$ cat config.mk
export PLATFORM = sky130hd
export DESIGN_NAME = wildcard_pattern_matcher
export DESIGN_NICKNAME = d
export VERILOG_FILES = /design/src/wpm_pkg.sv /design/src/wpm_cell.sv /design/src/wildcard_pattern_matcher.sv
export SDC_FILE = /design/constraint.sdc
export NUM_CORES = 1
export LEC_CHECK = 0
export BUFFER_PORTS_ARGS = -buffer_cell sky130_fd_sc_hd__buf_4
export CORE_MARGIN = 1
export CORE_UTILIZATION = 40
export CTS_BUF_LIST = sky130_fd_sc_hd__clkbuf_4 sky130_fd_sc_hd__clkbuf_8
export CTS_CLUSTER_SIZE = 10
export DETAILED_ROUTE_END_ITERATION = 10
export PLACE_DENSITY = 0.57
export REMOVE_ABC_BUFFERS = 1
export SLEW_MARGIN = 10
export SYNTH_ARGS = -nofsm -noshare
export SYNTH_HDL_FRONTEND = slang
export SYNTH_SLANG_ARGS = --single-unit
$ cat constraint.sdc
create_clock -name clock -period 4.25 [get_ports clock]
set_input_delay 0.425 -clock clock [delete_from_list [all_inputs] [get_ports clock]]
set_output_delay 0.425 -clock clock [all_outputs]
set_load 0.03 [all_outputs]
$ cat src/wpm_pkg.sv
package wpm_pkg;

   localparam int MAX_PATTERN = 63;
   localparam int ROW_BITS    = MAX_PATTERN + 1;

   localparam logic [7:0] STAR_BYTE  = 8'h2A;
   localparam logic [7:0] QMARK_BYTE = 8'h3F;

   typedef enum logic [1:0] {
      CMD_CLEAR  = 2'd0,
      CMD_APPEND = 2'd1,
      CMD_TEXT   = 2'd2,
      CMD_END    = 2'd3
   } command_type;

   // Broadcast to every position of the chain for the accepted word.
   typedef struct packed {
      logic       clear;
      logic       append;
      logic       text;
      logic       restart;
      logic [7:0] data;
   } cell_ctl_type;

   // What one position hands to its right-hand neighbor.
   typedef struct packed {
      logic valid;
      logic init;
      logic match;
      logic next;
   } link_type;

endpackage

$ cat src/wpm_cell.sv
module wpm_cell
   import wpm_pkg::*;
(
   input  logic         clock,
   input  logic         reset,
   input  cell_ctl_type ctl,
   input  link_type     prev,
   output link_type     link
);

   logic       valid_ff, valid_in;
   logic [7:0] pat_ff, pat_in;
   logic       init_ff, init_in;
   logic       match_ff, match_in;
   logic       load;
   logic       next;

   // The first empty position takes the appended byte.
   assign load = ctl.append && prev.valid && !valid_ff;

   always_comb begin
      valid_in = valid_ff;
      pat_in   = pat_ff;
      init_in  = init_ff;
      if (ctl.clear) begin
         valid_in = 1'b0;
         init_in  = 1'b0;
      end else if (load) begin
         valid_in = 1'b1;
         pat_in   = ctl.data;
         init_in  = prev.init && (ctl.data == STAR_BYTE);
      end
   end

   // A star ORs in the new value on its left, so runs of stars ripple along the chain.
   always_comb begin
      if (!valid_ff) begin
         next = 1'b0;
      end else if (pat_ff == STAR_BYTE) begin
         next = match_ff || prev.next;
      end else if ((pat_ff == QMARK_BYTE) || (pat_ff == ctl.data)) begin
         next = prev.match;
      end else begin
         next = 1'b0;
      end
   end

   // The match bit only moves when a word is taken.
   assign match_in = ctl.text ? next : (ctl.restart ? init_in : match_ff);

   always_ff @(posedge clock) begin
      if (reset) begin
         valid_ff <= 1'b0;
         init_ff  <= 1'b0;
         match_ff <= 1'b0;
      end else begin
         valid_ff <= valid_in;
         init_ff  <= init_in;
         match_ff <= match_in;
      end
   end

   always_ff @(posedge clock) begin
      pat_ff <= pat_in;
   end

   assign link.valid = valid_ff;
   assign link.init  = init_ff;
   assign link.match = match_ff;
   assign link.next  = next;

endmodule

$ cat src/wildcard_pattern_matcher.sv
// Whole-string wildcard matcher: '?' matches any one byte, '*' any run of bytes.
// Request channel (req_valid/req_ready) carries one word per command: clear the
// pattern, append a pattern byte, stream a text byte, or end the text. Only an
// end-of-text word yields a response word on rsp_valid/rsp_ready, holding
// rsp_matched and rsp_overflow.
// Commands are taken at one word per cycle while no response waits on a low
// rsp_ready; the rate is set by the row of pattern positions, which all update
// together from each text byte. A response appears the cycle after its end-of-text word.
// The response sits in one output register; while it waits and rsp_ready is
// low, req_ready drops and no further word is taken.
// Appending beyond the capacity sets a sticky overflow flag that forces
// rsp_matched low until the next clear. A pattern command issued mid-text
// abandons that text.
// Reset leaves an empty pattern, cleared overflow, and no pending response;
// no clearing pass is needed.
module wildcard_pattern_matcher
   import wpm_pkg::*;
(
   input  logic        clock,
   input  logic        reset,
   input  logic        req_valid,
   output logic        req_ready,
   input  logic [1:0]  req_command,
   input  logic [7:0]  req_byte_value,
   output logic        rsp_valid,
   input  logic        rsp_ready,
   output logic        rsp_matched,
   output logic        rsp_overflow
);

   cell_ctl_type           ctl;
   link_type               links [0:MAX_PATTERN];
   logic                   fire;
   logic                   is_end;
   logic                   match0_ff, match0_in;
   logic                   overflow_ff, overflow_in;
   logic                   rsp_valid_ff, rsp_valid_in;
   logic                   rsp_matched_ff, rsp_matched_in;
   logic                   rsp_overflow_ff, rsp_overflow_in;
   logic [MAX_PATTERN:0]   valid_row;
   logic [MAX_PATTERN:0]   last_row;
   logic                   hit;

   assign req_ready = !rsp_valid_ff || rsp_ready;
   assign fire      = req_valid && req_ready;

   assign ctl.clear   = fire && (req_command == CMD_CLEAR);
   assign ctl.append  = fire && (req_command == CMD_APPEND);
   assign ctl.text    = fire && (req_command == CMD_TEXT);
   assign ctl.restart = fire && (req_command != CMD_TEXT);
   assign ctl.data    = req_byte_value;
   assign is_end      = fire && (req_command == CMD_END);

   // Position zero is the empty prefix: always present and all-star.
   assign links[0].valid = 1'b1;
   assign links[0].init  = 1'b1;
   assign links[0].match = match0_ff;
   assign links[0].next  = 1'b0;

   assign match0_in = ctl.text ? 1'b0 : (ctl.restart ? 1'b1 : match0_ff);

   for (genvar j = 1; j <= MAX_PATTERN; j++) begin : g_cells
      wpm_cell u_cell (
         .clock (clock),
         .reset (reset),
         .ctl   (ctl),
         .prev  (links[j-1]),
         .link  (links[j])
      );
   end

   // The last filled position carries the whole-pattern match bit.
   always_comb begin
      for (int j = 0; j <= MAX_PATTERN; j++) begin
         valid_row[j] = links[j].valid;
      end
      for (int j = 0; j < MAX_PATTERN; j++) begin
         last_row[j] = links[j].valid && !links[j+1].valid;
      end
      last_row[MAX_PATTERN] = links[MAX_PATTERN].valid;
      hit = 1'b0;
      for (int j = 0; j <= MAX_PATTERN; j++) begin
         hit = hit | (last_row[j] && links[j].match);
      end
   end

   always_comb begin
      overflow_in = overflow_ff;
      if (ctl.clear) begin
         overflow_in = 1'b0;
      end else if (ctl.append && links[MAX_PATTERN].valid) begin
         overflow_in = 1'b1;
      end
   end

   always_comb begin
      rsp_valid_in    = rsp_valid_ff;
      rsp_matched_in  = rsp_matched_ff;
      rsp_overflow_in = rsp_overflow_ff;
      if (rsp_valid_ff && rsp_ready) begin
         rsp_valid_in = 1'b0;
      end
      if (is_end) begin
         rsp_valid_in    = 1'b1;
         rsp_matched_in  = !overflow_ff && hit;
         rsp_overflow_in = overflow_ff;
      end
   end

   always_ff @(posedge clock) begin
      if (reset) begin
         match0_ff    <= 1'b1;
         overflow_ff  <= 1'b0;
         rsp_valid_ff <= 1'b0;
      end else begin
         match0_ff    <= match0_in;
         overflow_ff  <= overflow_in;
         rsp_valid_ff <= rsp_valid_in;
      end
   end

   always_ff @(posedge clock) begin
      rsp_matched_ff  <= rsp_matched_in;
      rsp_overflow_ff <= rsp_overflow_in;
   end

   assign rsp_valid    = rsp_valid_ff;
   assign rsp_matched  = rsp_matched_ff;
   assign rsp_overflow = rsp_overflow_ff;

`ifndef SYNTHESIS
   a_valid_contiguous: assert property (@(posedge clock) disable iff (reset)
      (valid_row[MAX_PATTERN:1] & ~valid_row[MAX_PATTERN-1:0]) == '0)
      else $error("pattern positions are not filled from the left");

   a_single_tail: assert property (@(posedge clock) disable iff (reset)
      $onehot(last_row))
      else $error("pattern tail is not unique");

   a_overflow_no_match: assert property (@(posedge clock) disable iff (reset)
      (rsp_valid_ff && rsp_overflow_ff) |-> !rsp_matched_ff)
      else $error("match reported on an overflowed pattern");

   a_end_gives_word: assert property (@(posedge clock) disable iff (reset)
      is_end |=> rsp_valid_ff)
      else $error("end of text produced no response word");
`endif

endmodule
==> metrics.md <==
| Metric | Value |
|---|---|
| RePlAce Congestion | `a little over 0.9` |
| Total Wirelength | `101.1 mm` |
| CTS Buffer Depth | `3` |
| Seq/Total Area, Yosys | `0.5533` |
| CTS Root Cell | `clkbuf_8` |
| Yosys reg bits | `between 600 and 700` |
| Layout cells sized above 1 | `0.1300` |
| Final non-filler cell area | `roughly 39000 um2` |
| Power per cell area | `between 300 and 400 nW/um2` |
| DP Area | `about 37000 um2` |
| Min-delay worst type | `input pin to register` |
| Clk Latency, worst-skew pair | `a little under 800 ps` |
| 1st-iter DRT viols | `2085` |
| Synth top area cells | `edfxtp_1, dfxtp_1, xnor2_1, nor2_1, nand4_1` |
| Overflow after GRT | `0` |
| Maximum vdd drop | `around 0.24 mV` |
| Synth Area in Simple Gates | `0.1825` |
| Mapped Area | `34410 um2` |
| Status | `finished, final reports clean` |
| CTS Buf Count | `between 100 and 150` |
| Die Area | `a little under 90000 um2` |
| H-Tree Depth | `3` |
| Clk slew on worst S/H paths | `70 ps` |
| Total Nets Final | `3237` |
| Post-synth EDFFs | `between 500 and 600` |
| Pleak | `between 10 and 15 nW` |
| Starting density of the core | `0.4041` |
| Vias in the first global route | `approximately 25000` |
| Number of gates resized after CTS | `0` |
| Ys flop type | `edfxtp_1` |
| Worst-Margin Slew | `approximately 1100 ps` |
| Xor and xnor area share after synthesis | `0.1285` |
| CTS tree | `built` |
| Sequential Area | `approximately 19000 um2` |
| First drt pass iteration count | `5` |
| Largest family of logic cells by synthesized area | `simple AND/OR/NAND/NOR gates` |
| Clock sink count | `approximately 700` |
| Via count | `approximately 26000` |
| Syn Area/Cell | `around 11 um2` |
| Share of the synthesized area in the top cell type | `0.4416` |
| Wire per inst | `approximately 23 um` |
| CP arrival | `around 4800 ps` |
| Most frequent cells in the layout | `edfxtp_1, xnor2_1, nor2_1` |
| Crit path launch type | `input pin` |
| Multi-input logic area | `between 10000 and 15000 um2` |
| Synth Area in Compound Gates | `0.1056` |
| I/O pin total | `18` |
| Layout area overhead | `14.06%` |
| Fin. Hold Viols | `0` |
| Remaining DRCs | `0` |
| Die W | `roughly 300 um` |
| Fmax | `between 0.2 and 0.25 GHz` |
| Non-filler cells, final | `4472` |
| First-pass GRT wire length | `between 150 and 200 mm` |
| Post-synth ARST share | `0` |
| Headroom to the max-slew limit | `0.2694` |
| Critical path class | `input pin to register` |
| Antenna violations before repair | `2` |
| Top cell type by total area after synthesis | `edfxtp_1` |
| Final worst path period share | `0.9511` |
| Vias per cell | `~5.7` |
| Hpwl dp | `70.15 mm` |
| I/O Buffers | `17` |
| Max-cap viol count | `0` |
| Final max-slew violation count | `0` |
| RSZ-0062 raised after global routing | `false` |
| Num rows | `around 110` |
| CP max FO | `23` |
| Finish-stage setup viols | `0` |
| Commonest non-fill, non-tap cell in the layout | `edfxtp_1` |
| Pin count of the biggest net entering global routing | `70` |
| Synth Warn # | `0` |
| Synth cell types | `between 100 and 150` |
| Setup Skew | `59.04 ps` |
| Gr usage total | `0.2299` |
| Chip Height | `a little under 300 um` |
| Crit path required time | `between 4000 and 5000 ps` |
| Count of antenna-violating nets left after detailed routing | `0` |
| Filler cell count | `7724` |
| Fin Setup TNS | `0 ps` |
| Hold WS | `45.86 ps` |
| Synth Area in Adders | `0` |
| Std-Cell Core Area | `approximately 85000 um2` |
| Mapped Cells | `about 3000` |
| Crit end category | `register` |
| Proportion of synthesized area in mux cells | `0.0002909` |
| Placed cell count | `approximately 4200` |
| Minimum clock period | `between 4000 and 5000 ps` |
[worst paths after layout]
check	depth (start not counted)	slack, ps	start	endpoint
max	17	210	req_byte_value[4]	g_cells[62].u_cell.match_ff
max reg2reg	13	220	g_cells[7].u_cell.pat_ff[2]	g_cells[40].u_cell.match_ff
min	1	50	req_byte_value[6]	g_cells[1].u_cell.pat_ff[6]
min reg2reg	2	460	g_cells[33].u_cell.init_ff	g_cells[34].u_cell.init_ff
[metal layers]
metal	vias up	share of wire	global-route usage
met5	-	0	0
met1	12810	0.45	0.3123
met2	841	0.46	0.3677
li1	11830	-	-
met4	0	0.036	0.09099
met3	221	0.058	0.03533
[synthesized netlist by cell type (46+ instances only)]
library cell,n
a21oi_1,136
a31oi_1,46
and3_1,57
clkbuf_1,50
dfxtp_1,192
edfxtp_1,506
inv_1,70
nand2_1,105
nand2b_1,46
nand3_1,120
nand4_1,138
nor2_1,273
nor2b_1,62
nor3_1,123
o21ai_0,52
xnor2_1,421
xor2_1,82
[where the power goes]
| part | switching [mW] | internal [mW] |
|---|---|---|
| Sequential | 0.0549 | 7.32 |
| Clock | 2.81 | 3.38 |
| Combinational | 0.537 | 0.304 |
| Total | 3.40 | 11.0 |
[kinds of logic (layout without fill, tap and decap cells)]
logic type,after synthesis,in the layout
buffers and inverters,185,466
DFF,698,698
xor gates and xnor gates,504,504
and+or+nand+nor,1139,1139
AOI/OAI and AO/OA,516,516
muxes,1,1
other,0,4
[registers in the layout, summed over array words and instances, names as in the netlist]
name                     flops
g_cells.u_cell.match_ff     63
overflow_ff                  1
g_cells.u_cell.pat_ff      504
match0_ff                    1
g_cells.u_cell.valid_ff     63
g_cells.u_cell.init_ff      63
rsp_overflow                 1
rsp_valid                    1
rsp_matched                  1
[metrics by stage]
step,power (mW),utilization,setup WS (ps)
5_1_grt,14.89,0.4610,35.76
4_1_cts,14.54,0.4608,235.0
3_5_place_dp,8.353,0.4322,27.43
2_1_floorplan,7.825,-,-2574
3_3_place_gp,8.342,0.4322,104.1
6_report,14.41,0.4610,207.7
[cell type report]
| class | count | share of cell area |
|---|---|---|
| Clock buffer | 159 | 0.05034 |
| Inverter | 70 | 0.006695 |
| Timing Repair Buffer | 178 | 0.04393 |
| Tap cell | 1144 | 0.03647 |
| Multi-Input combinational cell | 2160 | 0.3662 |
| Sequential cell | 698 | 0.4851 |
| Clock inverter | 59 | 0.01106 |
| Antenna cell | 4 | 0.0002550 |
[timing repair]
item,in CTS,in global routing
buffers inserted,0,0
endpoints found under the hold margin,5,0
hold buffers,3,0
[worst max-delay path: stages]
cell and delay (ps):
dlygate4sd3_1 540, buf_6 260, buf_12 230, xnor2_1 140, nand4_1 100, o21ai_0 360
a31oi_1 220, o311ai_0 530, buf_4 210, o2111ai_1 170, a211oi_2 410, buf_4 210
nor3_2 70, o211ai_2 270, a21oi_2 110, a211oi_1 220, o221a_1 210
Note: power is estimated with default switching activity, not from simulation.
